[src/design/erm_pkg.sv]
`default_nettype none

package erm_pkg;

   // cordic datapath width: q2.30 vectors plus guard bits
   localparam int CW = 34;
   // fraction bits of the internal products
   localparam int QFRAC = 30;

   typedef logic signed [CW-1:0] cval_type;

   typedef struct packed {
      cval_type c;
      cval_type s;
   } sincos_type;

   // round(K * 2^30), the cordic limit gain
   localparam cval_type CORDIC_GAIN = 34'sd652032874;

   // atan(2^-i) as a 32-bit binary angle
   localparam logic [31:0] ATAN_TABLE [32] = '{
      32'h20000000, 32'h12E4051E, 32'h09FB385B, 32'h051111D4,
      32'h028B0D43, 32'h0145D7E1, 32'h00A2F61E, 32'h00517C55,
      32'h0028BE53, 32'h00145F2F, 32'h000A2F98, 32'h000517CC,
      32'h00028BE6, 32'h000145F3, 32'h0000A2FA, 32'h0000517D,
      32'h000028BE, 32'h0000145F, 32'h00000A30, 32'h00000518,
      32'h0000028C, 32'h00000146, 32'h000000A3, 32'h00000051,
      32'h00000029, 32'h00000014, 32'h0000000A, 32'h00000005,
      32'h00000003, 32'h00000001, 32'h00000001, 32'h00000000
   };

   // q30 product, rounded half up
   function automatic cval_type mulq(input cval_type a, input cval_type b);
      logic signed [2*CW-1:0] p;
      p = (2*CW)'(a) * (2*CW)'(b) + ((2*CW)'(1) <<< (QFRAC - 1));
      return cval_type'(p >>> QFRAC);
   endfunction

endpackage

`default_nettype wire

[src/design/erm_cordic_lane.sv]
`default_nettype none

module erm_cordic_lane #(
   parameter int ANGLE_BITS   = 16,
   parameter int CORDIC_STEPS = 16
) (
   input  wire logic                  clock,
   input  wire logic                  en,
   input  wire logic [ANGLE_BITS-1:0] angle,
   output erm_pkg::sincos_type        sc
);
   import erm_pkg::*;

   localparam int S = CORDIC_STEPS;

   cval_type   x_ff [0:S];
   cval_type   y_ff [0:S];
   cval_type   z_ff [0:S];
   logic [1:0] q_ff [0:S];
   logic [31:0] wide;

   // widen the angle to a 32-bit binary angle
   assign wide = 32'(angle) << (32 - ANGLE_BITS);

   // first stage: quadrant split and cordic start vector
   always_ff @(posedge clock) begin
      if (en) begin
         x_ff[0] <= CORDIC_GAIN;
         y_ff[0] <= '0;
         z_ff[0] <= cval_type'({4'b0000, wide[29:0]});
         q_ff[0] <= wide[31:30];
      end
   end

   // one micro-rotation per stage
   for (genvar k = 0; k < S; k++) begin : g_step
      cval_type x_in, y_in, z_in, dx, dy, at;
      assign dx = y_ff[k] >>> k;
      assign dy = x_ff[k] >>> k;
      assign at = cval_type'({2'b00, ATAN_TABLE[k]});
      always_comb begin
         if (!z_ff[k][CW-1]) begin
            x_in = x_ff[k] - dx;
            y_in = y_ff[k] + dy;
            z_in = z_ff[k] - at;
         end else begin
            x_in = x_ff[k] + dx;
            y_in = y_ff[k] - dy;
            z_in = z_ff[k] + at;
         end
      end
      always_ff @(posedge clock) begin
         if (en) begin
            x_ff[k+1] <= x_in;
            y_ff[k+1] <= y_in;
            z_ff[k+1] <= z_in;
            q_ff[k+1] <= q_ff[k];
         end
      end
   end

   // quadrant fold by exact swaps and negations
   always_comb begin
      case (q_ff[S])
         2'd0: begin
            sc.c = x_ff[S];
            sc.s = y_ff[S];
         end
         2'd1: begin
            sc.c = -y_ff[S];
            sc.s = x_ff[S];
         end
         2'd2: begin
            sc.c = -x_ff[S];
            sc.s = -y_ff[S];
         end
         default: begin
            sc.c = y_ff[S];
            sc.s = -x_ff[S];
         end
      endcase
   end

endmodule

`default_nettype wire

[config.mk]
export PLATFORM = sky130hd
export DESIGN_NAME = erm_cordic_lane
export DESIGN_NICKNAME = d
export VERILOG_FILES = /design/src/design/erm_pkg.sv /design/src/design/erm_cordic_lane.sv
export SDC_FILE = /design/constraint.sdc
export NUM_CORES = 2
export LEC_CHECK = 0
export ABC_AREA = 0
export CAP_MARGIN = 20
export CORE_ASPECT_RATIO = 0.75
export CORE_UTILIZATION = 26
export DETAILED_ROUTE_END_ITERATION = 6
export DONT_BUFFER_PORTS = 1
export GPL_ROUTABILITY_DRIVEN = 0
export GPL_TIMING_DRIVEN = 0
export PLACE_DENSITY = 0.44
export SYNTH_ARGS = -nofsm -noshare
export SYNTH_HDL_FRONTEND = slang
export SYNTH_SLANG_ARGS = --single-unit
[constraint.sdc]
create_clock -name clock -period 5.9 [get_ports clock]
set_clock_uncertainty 0.05 [all_clocks]
set_input_delay 0.59 -clock clock [delete_from_list [all_inputs] [get_ports clock]]
set_output_delay 0.59 -clock clock [all_outputs]
set_load 0.01 [all_outputs]
Yosys cells after proc, flatten, opt, wreduce, memory -nomap -nowiden

Memory sizes are Yosys's and may differ from the RTL's.
Cells that the tools add are included.
Widths: inputs -> output; s select.

Memories: 4
Logic and storage cells: 155
RAM bits: 1,768
Register bits after elaboration: 0

Memory list:

| memory | words | width | rd ports | clocked after memory_dff | write ports | line                  | text |
|---|---|---|---|---|---|---|---|
| x_ff   | 17    | 34    | 17       | 0                        | 17          | erm_cordic_lane.sv:16 | `cval_type x_ff [0:S];` |
| y_ff   | 17    | 34    | 17       | 0                        | 17          | erm_cordic_lane.sv:17 | `cval_type y_ff [0:S];` |
| z_ff   | 17    | 34    | 16       | 0                        | 17          | erm_cordic_lane.sv:18 | `cval_type z_ff [0:S];` |
| q_ff   | 17    | 2     | 17       | 0                        | 17          | erm_cordic_lane.sv:19 | `logic [1:0] q_ff [0:S];` |

Equality and inequality tests: 2
$add $sub $neg: 97
Reductions and logical operators: 1
Mux-type cells: 51

Operators with widths:

| operator         | number |
|---|---|
| $mux 34          | 48 |
| $pmux 68 s3      | 1 |
| $add 34x19->34   | 2 |
| $add 34x20->34   | 2 |
| $add 34x21->34   | 2 |
| $add 34x22->34   | 2 |
| $add 34x23->34   | 2 |
| $add 34x24->34   | 2 |
| $add 34x25->34   | 2 |
| $add 34x26->34   | 2 |
| $add 34x27->34   | 2 |
| $add 34x28->34   | 2 |
| $add 34x29->34   | 2 |
| $add 34x30->34   | 2 |
| $add 34x31->34   | 2 |
| $add 34x32->34   | 2 |
| $add 34x33->34   | 2 |
| $neg 34->34      | 2 |
| $sub 34x19->34   | 2 |
| $sub 34x20->34   | 2 |
| $sub 34x21->34   | 2 |
| $sub 34x22->34   | 2 |
| $sub 34x23->34   | 2 |
| $sub 34x24->34   | 2 |
| other kinds (47) | 58 |

Longest topological paths before layout

An unclocked memory read counts as a cell.

Word-level depth: 3
Mapped depth: 22

Least setup slack after synthesis

OpenSTA, ideal clock, no wires.

Path type: flip-flop to flip-flop
Start: memory y_ff[0][320] (netlist bit)
End: memory x_ff[0][370] (netlist bit) (data pin)
Arrival: 4,462 ps
Clock period less this slack: 4,772 ps
Slack: 1,128 ps
Cell stages (with the launch flop): 17
Cells stage by stage: edfxtp_1 or4_1 nor4b_1 a31oi_1 xor2_1 ha_1 a21o_1 a21o_1 a2111oi_0 a31oi_1 a31oi_1 o21ai_0 a2111oi_0 nor2_1 o21a_1 nor2_1 xnor2_1

RTL lines:

| item        | line |
|---|---|
| from (decl) | erm_cordic_lane.sv:17 |
| to (decl)   | erm_cordic_lane.sv:16 |

==> results_dict.tcl <==
set metrics [dict create \
    finalSetupViolCount 0 \
    tightest_slew_ps 1360 \
    drive_above_1_share_pct 3.90 \
    drc 0 \
    routedWlPerCell_um 18.7 \
    drtIter0Drc 7664 \
    clock.fmax_mhz 176 \
    ys_ff_latch 1429 \
    ys_warn_count 0 \
    reg2reg_slack_ps 210 \
    slowest_stage "edfxtp_1" \
    place_inst 18900 \
    grt_pass1_wl_um 548000 \
    overflow 0 \
    synthFlopType "edfxtp_1" \
    syn_area_um2 121000 \
    numCtsBuffers 177 \
    grtUsageTotal_pct 14.8 \
    worstSetupPathType "reg -> reg" \
    die_area_um2 468000 \
    cp_cell_sequence "nor4_1 > nor4b_4 > nor2_1 > xnor2_1 > ha_1 > and3_1 > a221oi_1 > a31oi_1 > a311o_1 > a31oi_1 > o21ai_0 > a21oi_1 > o21ai_0 > a221oi_1 > xnor2_1" \
    grt_pass1_vias 88700 \
    worstHoldStart "en" \
    grt_max_degree 219 \
    yosys.cell_types.count 87 \
    synth_edf_count 1429 \
    ant_nets 0 \
    drv_slew 0 \
    synth_compound_area_share_pct 20.2 \
    worstPathMaxFanout 6 \
    synth_cells 12700 \
    hp-class "in -> reg" \
    coreArea_um2 462000 \
    reg2reg_depth 15 \
    cts.sinks 1429 \
    yosys-mux-area-fraction_pct 0.774 \
    synth_top_family_by_area "compound AO/OA/AOI/OAI gates" \
    max_stage_delay_ps 550 \
    fin_ws_ps 214 \
    num_vias 94800 \
    synth-async-reset-ratio_pct 0 \
    clock_path_buffers 4 \
    area_growth_pct 12.2 \
    avgViaCountPerCell 4.93 \
    die_x_um 789 \
    clockRootBuffer "clkbuf_16" \
    crit_path_end "x_ff[0][508]$_DFFE_PP_" \
    syn_area_per_cell_um2 9.48 \
    hpwl_um 286000 \
    critPathArrivalTime_ps 6220 \
    cp-startpoint "y_ff[0][457]$_DFFE_PP_" \
    finish.net_count 14400 \
    firstDrtPassIters 6 \
    wl_um 360000 \
    rows 216 \
    synth_fa_ha_area_share_pct 14.4 \
    maxCapViolations 0 \
    yosys.area_share.simple_pct 13.2 \
    port_buffers 0 \
    h-tree-depth 4 \
    clkLatencyLatePin_ps 870 \
    clkSlewWorstSetupHoldPaths_ps 60 \
    top_level_ports 86 \
    worstSetupStartpointType "flip-flop" \
    preCtsSetupSlack_ps -948 \
    synth_seq_area_share_pct 35.5 \
    r2r-end "x_ff[0][508]$_DFFE_PP_" \
    synthXorXnorAreaFrac_pct 13.4 \
    status "finished clean" \
    timing.slew.headroom_pct 9.10 \
    postLayoutCoreUtil_pct 29.4 \
    hold_violations 0 \
    r2r-start "y_ff[0][457]$_DFFE_PP_" \
    required_ps 6430 \
    min_period_over_period_pct 96.4 \
    syn_nets 14100 \
    cts_tree "done" \
    antenna_found_initial 15 \
    die_y_um 593 \
    instances_no_fill 19200 \
    fin_tns_setup_ps 0 \
    initial_core_util_pct 26.2 \
    end_kind "flip-flop" \
    period_minus_slack_ps 5690 \
]
what timing repair did:
item | 4_1_cts | 5_1_grt
endpoints found under the hold margin | 169 | 0
buffers inserted | 16 | 5
setup endpoints to repair | 157 | 83
hold buffers | 17 | 0
resized for setup | 28 | 70
pin swaps | 1 | 0
flip-flops by register name, indices dropped and copies added (netlist names):
name / cells
y_ff: 477
x_ff: 475
z_ff: 443
q_ff: 34
cell families (layout without fill, tap and decap cells):
| family | count (synthesis) | in the layout |
|---|---|---|
| flip-flops | 1429 | 1429 |
| AND/OR/NAND/NOR | 3303 | 3303 |
| AO/OA/AOI/OAI | 3897 | 3897 |
| XOR/XNOR | 1852 | 1852 |
| buffers and inverters | 810 | 1187 |
| adder cells (fa/ha/maj) | 1371 | 1371 |
| other | 0 | 5 |
| multiplexers | 85 | 85 |
synth_stat cells (22+ instances only):
cell type	number	area share, %
a2111oi_0	23	0.17
a211o_1	25	0.18
a211oi_1	97	0.60
a21boi_0	50	0.31
a21o_1	675	4.2
a21oi_1	1484	6.1
a221o_1	27	0.22
a221oi_1	22	0.16
a311oi_1	29	0.21
a31oi_1	143	0.74
a41oi_1	26	0.19
and2_1	80	0.41
and3_1	105	0.54
and4_1	26	0.19
buf_1	40	0.12
clkbuf_1	209	0.65
edfxtp_1	1429	35
fa_1	38	0.63
ha_1	1333	14
inv_1	552	1.7
mux2_2	48	0.45
mux2i_1	35	0.29
nand2_1	681	2.1
nand2b_1	189	0.98
nand3_1	203	0.84
nand4_1	106	0.55
nor2_1	1072	3.3
nor2b_1	213	1.1
nor3_1	305	1.3
nor3b_1	31	0.19
nor4_1	83	0.43
o211ai_1	38	0.24
o21a_1	167	1.0
o21ai_0	623	2.6
o21bai_1	165	1.0
o31ai_1	79	0.49
o41ai_1	46	0.33
or2_2	33	0.17
or3_1	74	0.38
or4_1	33	0.20
xnor2_1	1216	8.8
xor2_1	636	4.6
critical path: cells and delay by family (launching register included):
kind | cells | cell delay (ps)
and+or+nand+nor | 4 | 1220
AOI/OAI and AO/OA | 8 | 2840
adders and majority gates | 1 | 360
xor gates and xnor gates | 2 | 380
DFF | 1 | 550
metal layers:
layer	track usage, %	routed length, um	vias up
met2	19.8	134000	2059
met4	2.54	5970	2
met3	2.75	23000	287
met1	24.1	197000	44700
li1	-	-	47700
met5	0	13	-
layout by cell type, fill, tap and decap left out, types with 27 or more instances in the layout:
cell       Yosys  routed
or4_1         33      33
o211ai_1      38      38
nor2b_1      213     213
o21bai_1     165     165
mux2_2        48      48
clkbuf_1     209     207
a221o_1       27      27
and2_1        80      80
o41ai_1       46      41
buf_1         40      32
nand2b_1     189     189
o21ai_0      623     621
o21a_1       167     167
fa_1          38      38
edfxtp_1    1429    1429
and3_1       105     105
clkbuf_16      0     180
a21boi_0      50      50
ha_1        1333    1333
clkinv_1       5      33
o31ai_1       79      76
nor2_1      1072    1072
clkbuf_2       0      27
inv_1        552     551
nand4_1      106     106
or2_2         33      33
mux2i_1       35      34
xnor2_1     1216    1215
xor2_1       636     636
nor3_1       305     302
nand2_1      681     681
or3_1         74      74
a31oi_1      143     140
a21o_1       675     675
a21oi_1     1484    1484
nand3_1      203     203
nor4_1        83      75
a211oi_1      97      96
through the flow:
step / instance area [um2] / hold slack, ps
after floorplan: 121000 / 350
after global placement: 129000 / 352
after detailed placement: 129000 / 355
after CTS: 135000 / 203
after global routing: 136000 / 241
final: 136000 / 208
area by class of cell:
| type | instances | area, um2 |
|---|---|---|
| Timing Repair Buffer | 74 | 1060 |
| Antenna cell | 5 | 12.5 |
| Buffer | 247 | 972 |
| Multi-Input combinational cell | 10500 | 75300 |
| Inverter | 557 | 2090 |
| Sequential cell | 1429 | 42900 |
| Tap cell | 6104 | 7640 |
| Fill cell | 48700 | 326000 |
| Clock inverter | 106 | 1110 |
| Clock buffer | 203 | 4590 |
worst min path at each step:
stage                              to  slack [ps]  depth (start not counted)
6_report       x_ff[0][135]$_DFFE_PP_         210                          1
2_1_floorplan   q_ff[0][10]$_DFFE_PP_         350                          0
3_3_place_gp    z_ff[0][60]$_DFFE_PP_         350                          0
4_1_cts          q_ff[0][1]$_DFFE_PP_         200                          1
3_5_place_dp    z_ff[0][53]$_DFFE_PP_         350                          0
5_1_grt        x_ff[0][135]$_DFFE_PP_         240                          1
Power is left out: the tool's default activity adds up to more than one toggle a clock period on the data nets, which glitch-free logic cannot reach.
